`config.mk`:
```
export PLATFORM = sky130hd
export DESIGN_NAME = pteb_sincos
export DESIGN_NICKNAME = d
export VERILOG_FILES = /design/src/hw/rtl/pteb_pkg.sv /design/src/hw/rtl/pteb_cordic_cell.sv /design/src/hw/rtl/pteb_sincos.sv
export SDC_FILE = /design/constraint.sdc
export NUM_CORES = 2
export LEC_CHECK = 0
export BUFFER_PORTS_ARGS = -buffer_cell sky130_fd_sc_hd__buf_4
export CAP_MARGIN = 20
export CORE_MARGIN = 3
export CORE_UTILIZATION = 40
export CTS_CLUSTER_SIZE = 16
export DETAILED_ROUTE_END_ITERATION = 8
export REMOVE_ABC_BUFFERS = 1
export SLEW_MARGIN = 40
export SYNTH_ARGS = -nofsm -noshare
export SYNTH_HDL_FRONTEND = slang
export SYNTH_SLANG_ARGS = --single-unit
```
`constraint.sdc`:
```
create_clock -name clk -period 5.1 [get_ports clk]
set_input_delay 0.255 -clock clk [delete_from_list [all_inputs] [get_ports clk]]
set_output_delay 0.255 -clock clk [all_outputs]
set_load 0.1 [all_outputs]
```
`src/hw/rtl/pteb_pkg.sv`:
```
// Shared constants, types and helper functions for the pixel-to-bearing pipeline
`timescale 1ns / 1ps

package pteb_pkg;

    localparam int CORDIC_STAGES_DEF = 16;

    typedef logic [31:0]        turn_t;
    typedef logic signed [31:0] q30_t;

    typedef enum logic [1:0] {
        REG_FRAME_W = 2'd0,
        REG_FRAME_H = 2'd1,
        REG_FOV_X   = 2'd2,
        REG_FOV_Y   = 2'd3
    } reg_idx_t;

    localparam logic signed [31:0] INV_GAIN     = 32'sd652032874;
    localparam logic [31:0]        HALF_TURN    = 32'h8000_0000;
    localparam logic [31:0]        QUARTER_TURN = 32'h4000_0000;

    localparam logic [12:0] DIM_MIN = 13'd100;
    localparam logic [12:0] DIM_MAX = 13'd8000;
    localparam logic [13:0] FOV_MIN = 14'd1000;
    localparam logic [13:0] FOV_MAX = 14'd15000;

    localparam logic [12:0] DIM_RESET = 13'd360;
    localparam logic [13:0] FOV_RESET = 14'd6000;

    // turns per unit with 27 fraction bits: 2^59 / full scale
    localparam int          TURN_FRAC   = 27;
    localparam logic [63:0] TURN_K_CD   = (64'd1 << 59) / 64'd36000;
    localparam logic [63:0] TURN_K_FOV  = (64'd1 << 59) / 64'd72000;

    localparam logic signed [16:0] CD_PER_TURN = 17'sd36000;
    localparam logic signed [16:0] CD_HALF     = 17'sd18000;

    function automatic logic [31:0] atan_turn(input int idx);
        logic [31:0] t;
        case (idx)
            0:  t = 32'h20000000;
            1:  t = 32'h12E4051D;
            2:  t = 32'h09FB385B;
            3:  t = 32'h051111D4;
            4:  t = 32'h028B0D43;
            5:  t = 32'h0145D7E1;
            6:  t = 32'h00A2F61E;
            7:  t = 32'h00517C55;
            8:  t = 32'h0028BE53;
            9:  t = 32'h00145F2E;
            10: t = 32'h000A2F98;
            11: t = 32'h000517CC;
            12: t = 32'h00028BE6;
            13: t = 32'h000145F3;
            14: t = 32'h0000A2F9;
            15: t = 32'h0000517C;
            16: t = 32'h000028BE;
            17: t = 32'h0000145F;
            18: t = 32'h00000A2F;
            19: t = 32'h00000517;
            20: t = 32'h0000028B;
            21: t = 32'h00000145;
            22: t = 32'h000000A2;
            23: t = 32'h00000051;
            24: t = 32'h00000028;
            25: t = 32'h00000014;
            26: t = 32'h0000000A;
            27: t = 32'h00000005;
            28: t = 32'h00000002;
            29: t = 32'h00000001;
            default: t = 32'h00000000;
        endcase
        return t;
    endfunction

    // p / 2^k rounded half away from zero
    function automatic logic signed [67:0] rnd_shift(input logic signed [67:0] p, input int k);
        logic        neg;
        logic [67:0] m;
        neg = p[67];
        m   = neg ? 68'(-p) : 68'(p);
        m   = (m + (68'd1 << (k - 1))) >> k;
        return neg ? -$signed(m) : $signed(m);
    endfunction

endpackage

```
`src/hw/rtl/pteb_cordic_cell.sv`:
```
// One registered CORDIC micro-rotation, rotation or vectoring mode
`timescale 1ns / 1ps

module pteb_cordic_cell #(
    parameter int XW     = 32,
    parameter int STAGE  = 0,
    parameter bit VECTOR = 1'b0,
    parameter int TW     = 1
) (
    input  logic                 clk,
    input  logic signed [XW-1:0] x_in,
    input  logic signed [XW-1:0] y_in,
    input  logic signed [33:0]   z_in,
    input  logic [TW-1:0]        tag_in,
    output logic signed [XW-1:0] x_out,
    output logic signed [XW-1:0] y_out,
    output logic signed [33:0]   z_out,
    output logic [TW-1:0]        tag_out
);

    localparam logic signed [33:0] ANG_STEP = $signed({2'b00, pteb_pkg::atan_turn(STAGE)});

    logic signed [XW-1:0] dx, dy, x_next, y_next;
    logic signed [33:0]   z_next;
    logic                 step_pos;
    logic signed [XW-1:0] x_reg, y_reg;
    logic signed [33:0]   z_reg;
    logic [TW-1:0]        tag_reg;

    always_comb
    begin
        dx       = x_in >>> STAGE;
        dy       = y_in >>> STAGE;
        // rotation drives z to zero, vectoring drives y to zero
        step_pos = VECTOR ? y_in[XW-1] : ~z_in[33];
        if (step_pos)
        begin
            x_next = x_in - dy;
            y_next = y_in + dx;
            z_next = z_in - ANG_STEP;
        end
        else
        begin
            x_next = x_in + dy;
            y_next = y_in - dx;
            z_next = z_in + ANG_STEP;
        end
    end

    always_ff @(posedge clk)
    begin
        x_reg   <= x_next;
        y_reg   <= y_next;
        z_reg   <= z_next;
        tag_reg <= tag_in;
    end

    assign x_out   = x_reg;
    assign y_out   = y_reg;
    assign z_out   = z_reg;
    assign tag_out = tag_reg;

endmodule

```
`src/hw/rtl/pteb_sincos.sv`:
```
// Pipelined CORDIC sine/cosine, Q30 outputs
`timescale 1ns / 1ps

module pteb_sincos #(
    parameter int STAGES = pteb_pkg::CORDIC_STAGES_DEF
) (
    input  logic                clk,
    input  pteb_pkg::turn_t     ang,
    output pteb_pkg::q30_t      sin_out,
    output pteb_pkg::q30_t      cos_out
);

    logic signed [31:0] xs [STAGES+1];
    logic signed [31:0] ys [STAGES+1];
    logic signed [33:0] zs [STAGES+1];
    logic [0:0]         ts [STAGES+1];

    logic [31:0] probe, ang_fold;
    logic        flip;
    pteb_pkg::q30_t sin_reg, cos_reg;

    // fold the left half plane onto the right one
    always_comb
    begin
        probe    = ang + pteb_pkg::QUARTER_TURN;
        flip     = probe[31];
        ang_fold = flip ? ang - pteb_pkg::HALF_TURN : ang;
    end

    assign xs[0] = pteb_pkg::INV_GAIN;
    assign ys[0] = 32'sd0;
    assign zs[0] = 34'($signed(ang_fold));
    assign ts[0] = flip;

    for (genvar i = 0; i < STAGES; i++)
    begin : gen_cell
        pteb_cordic_cell #(
            .XW     (32),
            .STAGE  (i),
            .VECTOR (1'b0),
            .TW     (1)
        ) u_cell (
            .clk     (clk),
            .x_in    (xs[i]),
            .y_in    (ys[i]),
            .z_in    (zs[i]),
            .tag_in  (ts[i]),
            .x_out   (xs[i+1]),
            .y_out   (ys[i+1]),
            .z_out   (zs[i+1]),
            .tag_out (ts[i+1])
        );
    end

    always_ff @(posedge clk)
    begin
        sin_reg <= ts[STAGES][0] ? -ys[STAGES] : ys[STAGES];
        cos_reg <= ts[STAGES][0] ? -xs[STAGES] : xs[STAGES];
    end

    assign sin_out = sin_reg;
    assign cos_out = cos_reg;

endmodule

```
* Word-level counts from Yosys, hierarchy flattened *
Index checks and enable logic that the tools add are counted.

operators by class
  add/subtract/negate cells = 94
  mux-type cells = 49

operators by type and width
  kind              number
  $mux W32          34
  $mux W34          15
  $add A32 B17 Y32  2
  $add A32 B18 Y32  2
  $add A32 B19 Y32  2
  $add A32 B20 Y32  2
  $add A32 B21 Y32  2
  $add A32 B22 Y32  2
  $add A32 B23 Y32  2
  $add A32 B24 Y32  2
  $add A32 B25 Y32  2
  $add A32 B26 Y32  2
  $add A32 B27 Y32  2
  $add A32 B28 Y32  2
  $add A32 B29 Y32  2
  $add A32 B30 Y32  2
  $neg A32 Y32      2
  $sub A32 B17 Y32  2
  $sub A32 B18 Y32  2
  $sub A32 B19 Y32  2
  $sub A32 B20 Y32  2
  $sub A32 B21 Y32  2
  $sub A32 B22 Y32  2
  $sub A32 B23 Y32  2
  other kinds (43)  50

word-level totals
  flip-flop bits (word level) = 1582
  bits of input ports = 33
  output and inout bits = 64
  word-level logic and storage cells = 207

* Longest topological paths before layout *
  depth after elaboration = 4
  gate-level depth with buffers = 22
  mapped depth without buffers = 21

* Modules after synthesis *
A second synthesis with hierarchy kept.

unflattened totals
  cells, all modules = 15532
  area, all modules = 130033.5 um2

modules (own cells, without submodules)
  module                                  times used  cells an instance  area an instance (um2)  sequential area each (um2)
  pteb_cordic_cell (gen_cell[3].u_cell)   1           1003               8289.2                  1981.9
  pteb_cordic_cell (gen_cell[2].u_cell)   1           984                8205.4                  1981.9
  pteb_cordic_cell (gen_cell[7].u_cell)   1           989                8185.4                  1981.9
  pteb_cordic_cell (gen_cell[6].u_cell)   1           998                8176.6                  1981.9
  pteb_cordic_cell (gen_cell[5].u_cell)   1           977                8145.3                  1981.9
  pteb_cordic_cell (gen_cell[4].u_cell)   1           990                8142.8                  1981.9
  pteb_cordic_cell (gen_cell[9].u_cell)   1           984                8134.1                  1981.9
  pteb_cordic_cell (gen_cell[15].u_cell)  1           946                8065.2                  1981.9
  pteb_cordic_cell (gen_cell[1].u_cell)   1           958                8031.5                  1981.9
  pteb_cordic_cell (gen_cell[8].u_cell)   1           970                7928.9                  1981.9
  pteb_cordic_cell (gen_cell[12].u_cell)  1           954                7906.3                  1981.9
  pteb_cordic_cell (gen_cell[10].u_cell)  1           925                7795.0                  1981.9
  pteb_cordic_cell (gen_cell[13].u_cell)  1           913                7739.9                  1981.9
  pteb_cordic_cell (gen_cell[14].u_cell)  1           877                7619.8                  1981.9
  3 more rows                             n/a         n/a                n/a                     n/a

* Worst setup path after synthesis *
OpenSTA, ideal clock, no wires.

  kind = register to register
  start = reg gen_cell[4].u_cell.z_reg[33]
  end = reg gen_cell[5].u_cell.y_reg[30]
  library setup time = 0.124 ns
  arrival = 4.361 ns
  data required time = 4.976 ns
  setup slack = 0.616 ns
  stages on the path, launching flop included = 17
  path buffers = 1
  period minus slack after synthesis = 4.484 ns
  cell sequence = dfxtp_1 clkbuf_1 clkinv_1 o21ai_0 xor2_1 ha_1 a21o_1 a21o_1 o21ai_0 a311oi_1 a2111oi_0 a21oi_1 a31oi_1 o21ai_0 o41ai_1 mux2i_1 nand3_1

on the way
  longest elaborated chain between the ends = 1

ends and longest elaborated chain
  what                               line                    source
  start: declaration                 pteb_cordic_cell.sv:27  logic signed [33:0] z_reg;
  start signal: assignment           pteb_cordic_cell.sv:54  z_reg <= z_next;
  $mux W32                           pteb_cordic_cell.sv:36  if (step_pos)
  net gen_cell[5].u_cell.y_next[30]  pteb_cordic_cell.sv:23  logic signed [XW-1:0] dx, dy, x_next, y_next;
  end signal: assignment             pteb_cordic_cell.sv:53  y_reg <= y_next;
  end: declaration                   pteb_cordic_cell.sv:26  logic signed [XW-1:0] x_reg, y_reg;

The timed path passes the listed nets, and every way through them passes these cells.

* Worst setup path after layout *
  start = reg gen_cell[1].u_cell.y_reg[2]
  end = reg gen_cell[2].u_cell.x_reg[30]

on the way
  longest elaborated chain between the ends = 2
  elaborated cells on any way between the ends = 3
  those cells by class = add/sub (2); mux (1)

ends and longest elaborated chain
  what                                                  line                                            source
  start: declaration                                    pteb_cordic_cell.sv:26
  start signal: assignment                              pteb_cordic_cell.sv:53
  $sub A32 B30 Y32 or $add A32 B30 Y32 (tied branches)  pteb_cordic_cell.sv:38, pteb_cordic_cell.sv:44
  $mux W32 *                                            pteb_cordic_cell.sv:36
  net gen_cell[2].u_cell.x_next[30]                     pteb_cordic_cell.sv:23
  end signal: assignment                                pteb_cordic_cell.sv:52                          x_reg <= x_next;
  end: declaration                                      pteb_cordic_cell.sv:26

The timed path passes the listed nets; every way through them passes the cells marked *.

==> impl_metrics.yaml <==
grt:
  grt_first_pass_wirelength_um: 445000
  grt_pass1_vias: 83964
  grt_max_degree: 65
  grt_util_all_layers_pct: 19.3
  gr-total-overflow: 0
  antenna_found_initial: 3
clocking:
  cts.sinks: 1496
  clock_path_buffers: 4
  clk_latency_ps: 900
  cts_htree_levels: 4
  numCtsBuffers: 178
  cts-root-buf: "clkbuf_16"
  tritoncts: "built"
  clk_pin_slew_ps: 60
synthesis:
  synth_seq_cells: 1496
  syn_area_um2: 108000
  async_reset_ff_share_pct: 0
  yosys.area.top_type: "dfxtp_1"
  syn_area_per_cell_um2: 8.51
  synth_area_leaders: "dfxtp_1 28%, ha_1 17%, xnor2_1 9.5%, a21oi_1 6.2%, xor2_1 4.9%"
  synth_cell_types: 86
  synth.top_cell.area_share_pct: 27.7
  ys_seq_area_share_pct: 27.7
  ys.warnings.count: 0
  netlist_instances: 12714
  synth_edf_count: 0
  synth_ff_type: "dfxtp_1"
sta:
  fin_crit_ps: 4730
  tightest_slew_ps: 826
  rsz0062_at_grt: "no"
  finClkSkew_ps: 128
  worst_slack_ps: 372
  slew_violations: 0
  min_period_over_period_pct: 92.7
  hold_viol: 0
  fmax_ghz: 0.211
  fin_setup_tns_ps: 0
  setup_viol: 0
  maxSlewHeadroom_pct: 44.5
status:
  outcome: "finished, final reports clean"
final_layout:
  stdcell_count: 16700
  drive_above_1_share_pct: 5.46
  final_cell_mix: "1482 x dfxtp_1, 1439 x ha_1, 1344 x a21oi_1, 1179 x xnor2_1, 1110 x nor2_1"
  final_common_cell: "dfxtp_1"
  areaGrowthSynthToFinish_pct: 11.3
  nets: 14522
setup_path:
  arrival_ps: 5540
  crit_path_start_kind: "register"
  cp.required_ps: 5910
  crit_fanout: 6
  startpoint: "gen_cell[1].u_cell.y_out[2]"
  cp-end-kind: "register"
  timing.rr.start: "gen_cell[1].u_cell.y_out[2]"
  setup.worst_path.class: "reg -> reg"
placed_design:
  numPortBuffers: 96
  hpwl_um: 224000
  dp_slack_ps: 369
  dpl.cell_count: 16317
  gp_congestion: 0.931
floorplanning:
  io_pins: 97
  start_util_pct: 40.3
  die_x_um: 526
  dieArea_um2: 277000
  core.rowCount: 190
  core_area_um2: 269000
  die_y_um: 526
drt:
  met3_length_um: 8480
  routed_wl_um: 276000
  drtPass1Iterations: 6
  vias: 88370
  drt-initial-drc-count: 4927
  route.met2.wl_um: 131000
  drc: 0
  viasPerCell: 5.29
  wl_met1_um: 126000
  top_layer: "met4"
  drtAntennaViolNets: 0
  wl_per_cell_um: 16.6
flow_run:
  drv_cap: 0
hold_path:
  hp-start: "ang[30]"
  hold_path_class: "in -> reg"
-- worst max-delay path, cell delays in order, from the launching register on --
cell	delay, ps
dfxtp_1	370
or4_1	650
o41ai_1	360
xnor2_1	180
ha_1	290
a2111oi_0	440
o21ai_0	260
a31oi_1	320
a21boi_0	180
o21a_1	220
o41a_1	360
a31oi_2	350
o21ai_1	180
a221oi_1	330
xnor2_1	150
-- per-stage QoR --
step / instance area (um2) / util (%) / hold WS, ps
global placement: 114000 / 42.4 / 311
floorplan: 108000 / - / 283
CTS: 120000 / 44.8 / 42.6
finish: 121000 / 44.9 / 134
detailed placement: 114000 / 42.4 / 312
global route: 121000 / 44.9 / 97.7
-- area by class of cell --
type | count | area [um2]
fillers | 26603 | 148000
multi-input cells | 10470 | 75500
flip-flops and latches | 1496 | 30000
clock buffers | 240 | 5010
well taps | 3552 | 4440
repair buffers | 301 | 2440
inverters | 559 | 2100
clock inverters | 78 | 1040
diodes | 4 | 10.0
-- registers in the layout, indices dropped and copies added, names as in the netlist --
register and cells:
gen_cell.u_cell.x_out 460, gen_cell.u_cell.tag_out 16, sin_out 32, cos_out 32, gen_cell.u_cell.z_out 475, gen_cell.u_cell.y_out 481
-- what timing repair did --
item,in CTS,in global routing
endpoints found under the setup margin,0,6
hold buffers,61,0
resized for setup,0,3
setup buffers,0,0
endpoints found under the hold margin,35,0
-- path summary, 6_finish.rpt --
| kind | endpoint | slack [ps] | cells after the start |
|---|---|---|---|
| worst max register to register | gen_cell[2].u_cell.x_out[30] | 370 | 14 |
| worst min register to register | gen_cell[9].u_cell.tag_out | 270 | 0 |
| worst max-delay path | gen_cell[2].u_cell.x_out[30] | 370 | 14 |
| worst min-delay path | gen_cell[0].u_cell.y_out[30] | 130 | 2 |
-- logic make-up after synthesis --
group,after synthesis,synth area share [%]
DFF,1496,27.7
xor gates and xnor gates,1787,14.5
muxes,108,1.05
adders and majority gates,1483,17.4
other,1,0.00346
buffers and inverters,748,2.60
AOI/OAI and AO/OA,3730,21.8
and+or+nand+nor,3361,15.0
-- routing by layer --
layer	vias up	global-route usage [%]
met2	1459	33.8
met3	480	1.78
li1	46339	-
met1	40092	24.2
met5	-	0
met4	0	7.60
-- synthesized netlist by cell type (36+ instances only) --
cell       number
a2111oi_0      39
a211oi_1      108
a21boi_0       44
a21o_1        610
a21oi_1      1344
a31o_2         43
a31oi_1       139
and2_1         70
and3_1        117
buf_1          36
clkbuf_1      152
dfxtp_1      1496
fa_1           44
ha_1         1439
inv_1         557
mux2_2         48
mux2i_1        60
nand2_1       651
nand2b_1      169
nand3_1       224
nand4_1       106
nor2_1       1110
nor2b_1       154
nor3_1        349
nor4_1         94
o211ai_1       59
o21a_1        194
o21ai_0       611
o21bai_1      149
o31ai_1        53
o41ai_1        45
or2_2          50
or3_1          94
xnor2_1      1180
xor2_1        607
Power is left out: the tool's default activity adds up to more than one toggle a clock period on the data nets, which glitch-free logic cannot reach.
